## config.mk

```make
export PLATFORM = sky130hd
export DESIGN_NAME = tme_queue
export DESIGN_NICKNAME = d
export VERILOG_FILES = /design/src/rtl/tme_pkg.sv /design/src/rtl/tme_queue.sv
export SDC_FILE = /design/constraint.sdc
export NUM_CORES = 1
export LEC_CHECK = 0
export ABC_AREA = 1
export BUFFER_PORTS_ARGS = -buffer_cell sky130_fd_sc_hd__buf_2
export CAP_MARGIN = 20
export CORE_MARGIN = 2
export CORE_UTILIZATION = 45
export DETAILED_ROUTE_END_ITERATION = 6
export PLACE_DENSITY_LB_ADDON = 0.2
export SLEW_MARGIN = 20
export SYNTH_ARGS = -nofsm -noshare
export SYNTH_HDL_FRONTEND = slang
export SYNTH_SLANG_ARGS = --single-unit
```

## constraint.sdc

```tcl
create_clock -name clk -period 6.26 [get_ports clk]
set_clock_uncertainty 0.2 [all_clocks]
set_input_delay 0.626 -clock clk [delete_from_list [all_inputs] [get_ports clk]]
set_output_delay 0.626 -clock clk [all_outputs]
set_load 0.02 [all_outputs]
```

## src/rtl/tme_pkg.sv

```systemverilog
// ----------------------------------------------------------------------------
// tme_pkg
// shared types and constants of the thermal matrix estimator
// ----------------------------------------------------------------------------
package tme_pkg;

	// default grid size
	localparam int GRID_X_DEF = 4;
	localparam int GRID_Y_DEF = 4;

	// command address width, covers the largest decay matrix (208 x 208)
	localparam int CMD_AW = 16;
	localparam int COEF_W = 48;
	localparam int TEMP_W = 32;

	// accumulator width, holds 208 products of 48 x 33 bits
	localparam int ACC_W = 88;

	// apb register indexes
	localparam int PADDR_W = 4;
	localparam logic [1:0] REG_AMBIENT = 2'd0;
	localparam logic [1:0] REG_MASTER = 2'd1;
	localparam logic [1:0] REG_KIND = 2'd2;

	localparam logic [15:0] AMBIENT_RST = 16'd31815;
	localparam logic [15:0] MASTER_RST = 16'd0;
	localparam logic [7:0] KIND_RST = 8'h55;

	// floor(n / 25) as (n * AMB_RECIP) >> AMB_SHIFT, exact for n < 2^30
	localparam logic [30:0] AMB_RECIP = 31'd1374389535;
	localparam int AMB_SHIFT = 35;

	// 313.15 kelvin in q16.16
	localparam logic [31:0] NODE_RESET = 32'd20522598;

	localparam logic [3:0] FLIT_CLR = 4'd2;
	localparam logic [3:0] FLIT_SRC = 4'd4;
	localparam logic [3:0] FLIT_PWR = 4'd5;
	localparam logic [3:0] FLIT_END = 4'd13;

	localparam int HDR_WORDS = 13;

	typedef enum logic [1:0] {
		FUNC_FLIT,
		FUNC_STEADY,
		FUNC_DECAY,
		FUNC_NONE
	} func_t;

	typedef enum logic [1:0] {
		OP_NONE,
		OP_STEADY,
		OP_DECAY,
		OP_POWER
	} op_t;

	typedef struct packed {
		op_t op;
		logic compute;
		logic [CMD_AW-1:0] addr;
		logic [COEF_W-1:0] data;
	} cmd_t;

	typedef enum logic [2:0] {
		ST_IDLE,
		ST_STEADY,
		ST_SDRAIN,
		ST_DIFF,
		ST_DIFFEND,
		ST_DECAY,
		ST_DDRAIN,
		ST_EMIT
	} state_t;

endpackage

```

## src/rtl/tme_queue.sv

```systemverilog
// ----------------------------------------------------------------------------
// tme_queue
// two entry command queue between front and back
// ----------------------------------------------------------------------------
module tme_queue (
	input  logic           clk,
	input  logic           arst_n,
	input  logic           push,
	input  tme_pkg::cmd_t  push_cmd,
	input  logic           pop,
	output tme_pkg::cmd_t  head,
	output logic           nonempty,
	output logic           full
);

	tme_pkg::cmd_t ent_q [2];
	logic          wr_q;
	logic          rd_q;
	logic [1:0]    cnt_q;

	assign head     = ent_q[rd_q];
	assign nonempty = (cnt_q != 2'd0);
	assign full     = (cnt_q == 2'd2);

	always_ff @(posedge clk) begin
		if (push) begin
			ent_q[wr_q] <= push_cmd;
		end
	end

	always_ff @(posedge clk or negedge arst_n) begin
		if (!arst_n) begin
			wr_q  <= 1'b0;
			rd_q  <= 1'b0;
			cnt_q <= 2'd0;
		end else begin
			if (push) begin
				wr_q <= ~wr_q;
			end
			if (pop) begin
				rd_q <= ~rd_q;
			end
			cnt_q <= cnt_q + {1'b0, push} - {1'b0, pop};
		end
	end

endmodule

```

==> reports/results.ini <==
[worst_setup_path]
ff2ff_path_depth = 2
worstSetupPathType = reg2out
r2r-end = ent_q[0][30]$_DFFE_PP_
rrSetupSlack_ns = 4.40
worstSetupStartpoint = rd_q$_DFFE_PN0P_
cp.arrival_ns = 1.94
worstPathMaxFanout = 82
worstPathRequired_ns = 5.43
r2r-start = wr_q$_DFFE_PN0P_
end_kind = primary output
start_kind = flip-flop

[logic_synthesis]
synth-simple-area-share_pct = 5.58
synthMuxAreaShare_pct = 0
synth_area_mm2 = 0.00520
synth_warnings = 0
syn_nets = 448
yosys.area_share.adder_pct = 0.481
synth-seq-area-share_pct = 79.3
avgSynthCellArea_um2 = 13.9
synth_top_family_by_area = buffers and inverters
synthesis.instances = 375
synth.distinct_cells = 14
synth_top_area_share_pct = 77.4
synthTopCellsByArea = edfxtp_1 (77%), o21ai_0 (5.4%), inv_1 (5.3%), nand2_1 (5.3%), dfrtp_1 (1.9%)
synth_compound_area_share_pct = 6.59
yosysTopAreaCell = edfxtp_1
synth_seq_cells = 138
synth_xor_area_share_pct = 0.337

[routing]
vias = 3057
via_per_inst = 4.51
wl_per_cell_um = 13.1
drc = 0
wl_um = 8870
first_pass_iters = 4
ant_nets = 0
first_iter_violations = 147

[layout]
stdcell_count = 678
nFillCells = 922
syn_to_final_growth_pct = 26.0
antenna_cells = 0
nets = 595
drive_gt1_share_pct = 32.5
final_util_pct = 57.6

[min_path]
hold_depth = 1
hold_path_end = ent_q[1][1]$_DFFE_PP_
hp-class = in2reg
holdCritStartpoint = push_cmd[1]

[clock_network]
cts_max_path_buffers = 2
cts_resized = 0
clk_latency_ns = 0.40
htreeDepth = 4
numCtsBuffers = 17
cts_root_buf = clkbuf_16
clk_pin_slew_ns = 0.06
cts_setup_buffers = 0
postCtsHoldBufs = 1
cts_tree = built
clock-sinks = 138

[grt]
grt_antenna_before_repair = 0
first_global_vias = 2975
grt_usage_pct = 15.1
grt-ovfl-total = 0
grt_pass1_wl_um = 14200
grt_max_degree = 83

[run_status]
status = complete, no violations

[flow_run]
drv_cap = 0

[die]
fp.dieH_um = 111
dieArea_mm2 = 0.0124
placementRows = 39
design.core.area_mm2 = 0.0114
start_util_pct = 45.7
die_x_um = 111
io_pins = 140

[placed_design]
gp_congestion = 0.749
post-dp-hpwl_um = 5450
dp_cells = 645
pre_cts_slack_ns = 3.88
io_buffers = 139

[sta]
setup_tns_ns = 0
rsz0062_at_grt = no
finalHoldViolCount = 0
finalSetupViolCount = 0
max_freq_ghz = 0.361
setup_ws_ns = 3.49
worst_slew_pin_slew_ns = 0.903
timing.final.crit_share_pct = 44.2
timing.final.crit_period_ns = 2.77
finalMaxSlewViolations = 0
slew_headroom_pct = 39.8

[power]
power_density_mw_per_mm2 = 482
cellLeakagePower_nw = 2.82
ir_drop_v = 0.000253

## cells by family after synthesis
logic type                 Yosys count
AOI/OAI and AO/OA                   67
xor gates and xnor gates             2
adders and majority gates            2
buffers and inverters               89
DFF                                138
and+or+nand+nor                     77
## synthesized netlist by cell type (all sizes together)
cell	n
o21ai	67
ha	2
nor2	2
nand3	1
xor2	2
edfxtp	134
inv	74
nand2	74
buf	15
dfrtp	4
## layout make-up
| type | instances | area [um^2] | area share, % |
|---|---|---|---|
| Clock buffer | 18 | 429 | 6.55 |
| Clock inverter | 14 | 108 | 1.64 |
| Inverter | 74 | 278 | 4.24 |
| Multi-Input combinational cell | 148 | 683 | 10.4 |
| Sequential cell | 138 | 4130 | 63.0 |
| Tap cell | 143 | 179 | 2.73 |
| Timing Repair Buffer | 143 | 748 | 11.4 |
## layout by cell type, fill, tap and decap left out, drive strengths merged
| cell type | instances |
|---|---|
| buf | 142 |
| clkinv | 9 |
| edfxtp | 134 |
| inv | 74 |
| nor2 | 2 |
| o21ai | 67 |
| clkinvlp | 4 |
| ha | 2 |
| clkbuf | 18 |
| dfrtp | 4 |
| xor2 | 2 |
| dlygate4sd3 | 1 |
| bufinv | 1 |
| nand3 | 1 |
| nand2 | 74 |
## through the flow
stage                     hold slack, ns  power [W]  instance area, um^2
after CTS                          0.183    0.00321                 6550
final                              0.207    0.00316                 6550
after detailed placement           0.238    0.00231                 6010
after global placement             0.237    0.00228                 5980
after floorplan                    0.130    0.00200                 5200
after global routing               0.180    0.00335                 6550
## power by group
| part | leakage, nW | switching, W | internal (W) |
|---|---|---|---|
| combinational | 1.27 | 0.000664 | 0.000286 |
| clock | 0.252 | 0.000351 | 0.000538 |
| sequential | 1.30 | 0.0000895 | 0.00123 |
## per-layer routing
| layer | wire, um | track usage (%) | up-vias |
|---|---|---|---|
| li1 | - | - | 1558 |
| met1 | 3940 | 18.3 | 1396 |
| met2 | 4140 | 23.0 | 98 |
| met3 | 737 | 7.35 | 5 |
| met4 | 56 | 6.67 | 0 |
| met5 | 0 | 0 | - |
## registers in the layout, summed over array words and instances (netlist names)
signal  flops
cnt_q       2
ent_q     134
rd_q        1
wr_q        1
## worst max-delay path, stage by stage (launching register included)
cell and delay (ns):
dfrtp_4 0.77, buf_16 0.33, nand2_1 0.07, o21ai_0 0.12, buf_2 0.22
## worst max-delay path by stage
stage | slack (ns) | cells past startpoint | endpoint
global placement | 3.59 | 2 | head[0]
floorplan | 2.09 | 2 | ent_q[0][0]$_DFFE_PP_
global route | 3.32 | 4 | head[45]
CTS | 3.44 | 4 | head[0]
detailed placement | 3.88 | 4 | head[0]
finish | 3.49 | 4 | head[33]
No activity file was read; power rests on OpenSTA's default activity.
