===== src/rtl/tme_pkg.sv =====
// ----------------------------------------------------------------------------
// tme_pkg
// shared types and constants of the thermal matrix estimator
// ----------------------------------------------------------------------------
package tme_pkg;

	// default grid size
	localparam int GRID_X_DEF = 4;
	localparam int GRID_Y_DEF = 4;

	// command address width, covers the largest decay matrix (208 x 208)
	localparam int CMD_AW = 16;
	localparam int COEF_W = 48;
	localparam int TEMP_W = 32;

	// accumulator width, holds 208 products of 48 x 33 bits
	localparam int ACC_W = 88;

	// apb register indexes
	localparam int PADDR_W = 4;
	localparam logic [1:0] REG_AMBIENT = 2'd0;
	localparam logic [1:0] REG_MASTER = 2'd1;
	localparam logic [1:0] REG_KIND = 2'd2;

	localparam logic [15:0] AMBIENT_RST = 16'd31815;
	localparam logic [15:0] MASTER_RST = 16'd0;
	localparam logic [7:0] KIND_RST = 8'h55;

	// floor(n / 25) as (n * AMB_RECIP) >> AMB_SHIFT, exact for n < 2^30
	localparam logic [30:0] AMB_RECIP = 31'd1374389535;
	localparam int AMB_SHIFT = 35;

	// 313.15 kelvin in q16.16
	localparam logic [31:0] NODE_RESET = 32'd20522598;

	localparam logic [3:0] FLIT_CLR = 4'd2;
	localparam logic [3:0] FLIT_SRC = 4'd4;
	localparam logic [3:0] FLIT_PWR = 4'd5;
	localparam logic [3:0] FLIT_END = 4'd13;

	localparam int HDR_WORDS = 13;

	typedef enum logic [1:0] {
		FUNC_FLIT,
		FUNC_STEADY,
		FUNC_DECAY,
		FUNC_NONE
	} func_t;

	typedef enum logic [1:0] {
		OP_NONE,
		OP_STEADY,
		OP_DECAY,
		OP_POWER
	} op_t;

	typedef struct packed {
		op_t op;
		logic compute;
		logic [CMD_AW-1:0] addr;
		logic [COEF_W-1:0] data;
	} cmd_t;

	typedef enum logic [2:0] {
		ST_IDLE,
		ST_STEADY,
		ST_SDRAIN,
		ST_DIFF,
		ST_DIFFEND,
		ST_DECAY,
		ST_DDRAIN,
		ST_EMIT
	} state_t;

endpackage


===== src/rtl/tme_front.sv =====
// ----------------------------------------------------------------------------
// tme_front
// flit tracking and command classification
// ----------------------------------------------------------------------------
module tme_front #(
	parameter int GRID_X = tme_pkg::GRID_X_DEF,
	parameter int GRID_Y = tme_pkg::GRID_Y_DEF
) (
	input  logic                clk,
	input  logic                arst_n,
	input  logic                accept,
	input  logic [1:0]          func,
	input  logic [31:0]         flit_word,
	input  logic [7:0]          coeff_row,
	input  logic [7:0]          coeff_col,
	input  logic signed [47:0]  coeff_value,
	output logic                push,
	output tme_pkg::cmd_t       cmd
);

	localparam int CELLS  = GRID_X * GRID_Y;
	localparam int NODES  = 4 * CELLS + 12;
	localparam int CELL_AW = (CELLS > 1) ? $clog2(CELLS) : 1;

	logic [3:0]       flit_count_q, flit_count_n, cnt_inc;
	logic [7:0]       src_x_q, src_x_n;
	logic [7:0]       src_y_q, src_y_n;
	logic [CELLS-1:0] rep_q, rep_n;
	logic             first_q, first_n;
	logic [CELL_AW-1:0] cell_idx;

	assign cnt_inc  = flit_count_q + 4'd1;
	assign cell_idx = CELL_AW'(32'(src_y_q) * GRID_X + 32'(src_x_q));

	always_comb begin
		flit_count_n = flit_count_q;
		src_x_n      = src_x_q;
		src_y_n      = src_y_q;
		rep_n        = rep_q;
		first_n      = first_q;
		cmd.op       = tme_pkg::OP_NONE;
		cmd.compute  = 1'b0;
		cmd.addr     = '0;
		cmd.data     = coeff_value;
		if (accept) begin
			case (func)
				tme_pkg::FUNC_STEADY: begin
					if (32'(coeff_row) < NODES && 32'(coeff_col) < CELLS) begin
						cmd.op   = tme_pkg::OP_STEADY;
						cmd.addr = tme_pkg::CMD_AW'(32'(coeff_row) * CELLS + 32'(coeff_col));
					end
				end
				tme_pkg::FUNC_DECAY: begin
					if (32'(coeff_row) < NODES && 32'(coeff_col) < NODES) begin
						cmd.op   = tme_pkg::OP_DECAY;
						cmd.addr = tme_pkg::CMD_AW'(32'(coeff_row) * NODES + 32'(coeff_col));
					end
				end
				tme_pkg::FUNC_FLIT: begin
					flit_count_n = cnt_inc;
					if (cnt_inc == tme_pkg::FLIT_CLR) begin
						src_x_n = 8'd0;
						src_y_n = 8'd0;
					end else if (cnt_inc == tme_pkg::FLIT_SRC) begin
						src_x_n = flit_word[15:8];
						src_y_n = flit_word[7:0];
					end else if (cnt_inc == tme_pkg::FLIT_PWR) begin
						if (32'(src_x_q) < GRID_X && 32'(src_y_q) < GRID_Y) begin
							rep_n[cell_idx] = 1'b1;
							cmd.op   = tme_pkg::OP_POWER;
							cmd.addr = tme_pkg::CMD_AW'(cell_idx);
							cmd.data = {16'd0, flit_word};
						end
					end else if (cnt_inc >= tme_pkg::FLIT_END) begin
						flit_count_n = 4'd0;
					end
					// every cell reported: the first full set only arms
					if (&rep_n) begin
						if (!first_q) begin
							first_n = 1'b1;
						end else begin
							rep_n       = '0;
							src_x_n     = 8'd0;
							src_y_n     = 8'd0;
							cmd.compute = 1'b1;
						end
					end
				end
				default: begin
				end
			endcase
		end
		push = (cmd.op != tme_pkg::OP_NONE) || cmd.compute;
	end

	always_ff @(posedge clk or negedge arst_n) begin
		if (!arst_n) begin
			flit_count_q <= 4'd0;
			src_x_q      <= 8'd0;
			src_y_q      <= 8'd0;
			rep_q        <= '0;
			first_q      <= 1'b0;
		end else begin
			flit_count_q <= flit_count_n;
			src_x_q      <= src_x_n;
			src_y_q      <= src_y_n;
			rep_q        <= rep_n;
			first_q      <= first_n;
		end
	end

endmodule


===== config.mk =====
export PLATFORM = sky130hd
export DESIGN_NAME = tme_front
export DESIGN_NICKNAME = d
export VERILOG_FILES = /design/src/rtl/tme_pkg.sv /design/src/rtl/tme_front.sv
export SDC_FILE = /design/constraint.sdc
export NUM_CORES = 1
export LEC_CHECK = 0
export BUFFER_PORTS_ARGS = -buffer_cell sky130_fd_sc_hd__buf_2
export CORE_MARGIN = 5
export CORE_UTILIZATION = 36
export DETAILED_ROUTE_END_ITERATION = 10
export SLEW_MARGIN = 40
export SYNTH_ARGS = -nofsm -noshare
export SYNTH_HDL_FRONTEND = slang
export SYNTH_SLANG_ARGS = --single-unit

===== constraint.sdc =====
create_clock -name clk -period 3.8 [get_ports clk]
set_input_delay 0.19 -clock clk [delete_from_list [all_inputs] [get_ports clk]]
set_output_delay 0.19 -clock clk [all_outputs]
set_load 0.02 [all_outputs]

==> impl_metrics.py <==
metrics = {
    "power": {
        "p_total_mw": 1.97,
        "vdd.ir_drop.worst_mv": 0.198,
        "power_density_nw_per_um2": 392,
        "p_clk_share_pct": 16.1,
        "p_switching_uw": 860,
        "power_frac_comb_pct": 54.2,
        "leakagePower_nw": 2.55,
        "p_int_mw": 1.11,
        "pwr-share-seq_pct": 29.8,
        "netSwitchingFraction_pct": 43.8,
    },
    "clocking": {
        "root_buffer": "clkbuf_8",
        "clock_sinks": 37,
        "clk_pin_slew_ns": 0.07,
        "clock_latency_ns": 0.30,
        "cts_resized": 0,
        "clk_path_buf_depth": 2,
        "cts_tree": "yes",
        "cts_made_buffers": 5,
        "cts.htree.levels": 2,
    },
    "synth": {
        "synth_xor_area_share_pct": 4.26,
        "async_reset_ff_share_pct": 100,
        "synth_ff_type": "dfrtp_1",
        "synth.largest_area_cell": "dfrtp_1",
        "synth_top_area_share_pct": 23.9,
        "synth_seq_cells": 37,
        "synth-simple-area-share_pct": 22.3,
        "synth_edf_count": 0,
        "synth_fa_ha_area_share_pct": 14.4,
        "ys_seq_area_share_pct": 23.9,
        "syn_nets": 598,
        "syn_area_um2": 3880,
        "synth_compound_area_share_pct": 19.7,
        "synth.area.top_cells": "dfrtp_1 24%, ha_1 11%, mux2_2 9.9%",
        "synth_top_family_by_area": "simple AND/OR/NAND/NOR gates",
        "synth_warnings": 0,
        "yosysUniqueCellTypes": 57,
        "synthCells": 456,
        "avgSynthCellArea_um2": 8.51,
        "yosys-mux-area-fraction_pct": 10.6,
    },
    "global_route": {
        "overflow": 0,
        "grt_usage_pct": 17.3,
        "grt_pass1_wl_mm": 18.8,
        "grt_max_degree": 50,
        "antenna_found_initial": 1,
        "grt_pass1_vias": 4101,
    },
    "route": {
        "drcViolationCount": 0,
        "routed_wl_mm": 11.4,
        "first_pass_iters": 5,
        "ant_nets": 0,
        "via_per_inst": 5.25,
        "wl_per_cell_um": 14.8,
        "vias": 4020,
        "drtIter0Drc": 241,
    },
    "cells_and_area": {
        "nNetsFinal": 767,
        "final_area_um2": 5020,
        "seq_area_um2": 926,
        "finalCoreUtilization_pct": 46.9,
        "syn_to_final_growth_pct": 29.4,
        "fillCellCount": 1032,
        "drive_gt1_share_pct": 36.7,
        "fin_cells": 766,
        "multi_input_area_um2": 2770,
        "diodes": 0,
    },
    "place": {
        "io_buffers": 167,
        "placed_cell_area_um2": 4860,
        "post-dp-hpwl_mm": 9.32,
        "place.gp.congestion": 0.927,
        "dp.cells": 752,
    },
    "critical_path": {
        "cp_top_family": "compound AO/OA/AOI/OAI gates",
        "ff2ff_path_depth": 11,
        "crit_path_end_kind": "primary output",
        "reg2reg_slack_ns": 0.72,
        "worstPathArrival_ns": 3.30,
        "worstSetupPathType": "flop to primary output",
        "cp_cell_sequence": "ha_1 > xor3_2 > nor3b_2 > o211ai_1 > a2111o_1 > a2111oi_0 > o2111ai_1 > nor2_4 > or3_1 > buf_2",
        "path_max_fanout": 14,
        "crit_buf_inv": 1,
        "startpoint_type": "flop",
        "cp_data_required_time_ns": 3.61,
        "r2r_start": "src_x_q[2]$_DFFE_PN0P_",
        "crit_path_max_incr_delay_ns": 0.47,
        "crit_cells": 10,
        "r2r-end": "rep_q[11]$_DFFE_PN0P_",
        "critPathSlowestCell": "a2111o_1",
    },
    "sta": {
        "fin_setup_tns_ns": 0,
        "relSlewSlack_pct": 54.6,
        "fin_crit_sh_pct": 91.7,
        "worst_slew_pin_slew_ns": 0.680,
        "finalClockSkew_ns": 0.00747,
        "drv_slew": 0,
        "rsz0062_at_grt": "false",
        "finalHoldViolCount": 0,
        "finalSetupViolations": 0,
        "clock.fmax_mhz": 287,
        "finalWorstPathRequiredPeriod_ns": 3.49,
    },
    "floorplan": {
        "num_rows": 38,
        "die_h_um": 114,
        "start_util_pct": 36.3,
        "die_x_um": 114,
        "core_um2": 10700,
        "pin_count": 169,
        "die_area_um2": 13000,
    },
    "outcome": {
        "status": "finished clean",
    },
    "min_path": {
        "whs_path_depth": 2,
        "hp-class": "input pin to flop",
        "hold_end": "src_y_q[4]$_DFFE_PN0P_",
        "holdCritStartpoint": "flit_word[4]",
    },
    "run": {
        "max_cap_violations": 0,
    },
}
stage by stage:
stage,setup WS [ns],hold slack [ns]
final,0.314,0.136
after global routing,0.0452,0.139
after CTS,0.167,0.135
after detailed placement,0.463,0.181
after global placement,0.483,0.339
after floorplan,0.621,-0.106
state kept, by name, indices dropped and copies added, names as in the netlist:
signal / flops
flit_count_q: 4
rep_q: 16
first_q: 1
src_y_q: 8
src_x_q: 8
worst max-delay path by stage:
stage                          to                   startpoint
after CTS                    push       src_x_q[2]$_DFFE_PN0P_
after floorplan           cmd[62]                 coeff_row[1]
after global routing      cmd[12]  flit_count_q[0]$_DFFE_PN0P_
after global placement    cmd[61]                 coeff_row[1]
final                        push       src_x_q[2]$_DFFE_PN0P_
after detailed placement  cmd[60]                 coeff_row[1]
power by group through the flow:
stage	registers [mW]	logic [mW]	clock network, mW
floorplan	0.546	0.808	0
finish	0.585	1.07	0.316
global route	0.603	1.20	0.336
CTS	0.584	1.07	0.322
detailed placement	0.591	1.06	0
global placement	0.592	1.05	0
cell usage after synthesis (5+ instances only):
cell / n
nor2b_1: 10
a22o_1: 17
nor2_1: 41
o21ai_0: 11
ha_1: 35
nor3_1: 12
clkbuf_1: 9
xor2_1: 7
nand3_1: 11
nand4_1: 5
a21o_1: 7
xnor2_1: 9
nand2_1: 37
a22oi_1: 8
dfrtp_1: 37
nor3b_1: 5
buf_2: 5
and2_1: 19
fa_1: 6
inv_1: 27
nor4_1: 7
a21oi_1: 34
mux2_2: 34
cell usage in the layout (no fill, tap or decap), types with 17 or more instances in the layout:
cell,instances
dfrtp_1,37
and2_1,19
ha_1,35
nor2_1,41
nand2_1,36
buf_2,166
a22o_1,17
mux2_2,34
inv_1,27
a21oi_1,34
per-layer routing:
metal	wire [um]	up-vias	global-route usage, %
li1	-	1988	-
met1	4670	1883	20.9
met2	5940	133	31.8
met3	578	16	2.44
met4	185	0	4.67
met5	0	-	0
logic make-up (layout without fill, tap and decap cells):
kind of cell               Yosys count  in the layout
muxes                               37             37
other                                1              1
AOI/OAI and AO/OA                  110            110
xor gates and xnor gates            17             17
DFF                                 37             37
buffers and inverters               44            214
adders and majority gates           41             41
and+or+nand+nor                    169            169
cell type report:
cell class	count	share of cell area, %
inverters	27	2.02
multi-input cells	375	55.2
flip-flops and latches	37	18.4
clock inverters	1	0.174
repair buffers	179	18.8
well taps	140	3.49
clock buffers	7	1.92
worst reg2reg max path, stage by stage (launching register included):
cell and delay (ns):
dfrtp_1 0.40, ha_1 0.21, xor3_2 0.36, nor3b_2 0.24, o211ai_1 0.11, a2111o_1 0.47, a2111oi_0 0.40, o2111ai_1 0.27
nor2_4 0.23, buf_12 0.14, buf_4 0.11, nor2_1 0.04
repair_timing:
item	CTS	global route
endpoints found under the setup margin	0	1
hold buffers	1	0
hold endpoints to repair	37	0
setup buffers	0	5
No activity file was read; power rests on OpenSTA's default activity.
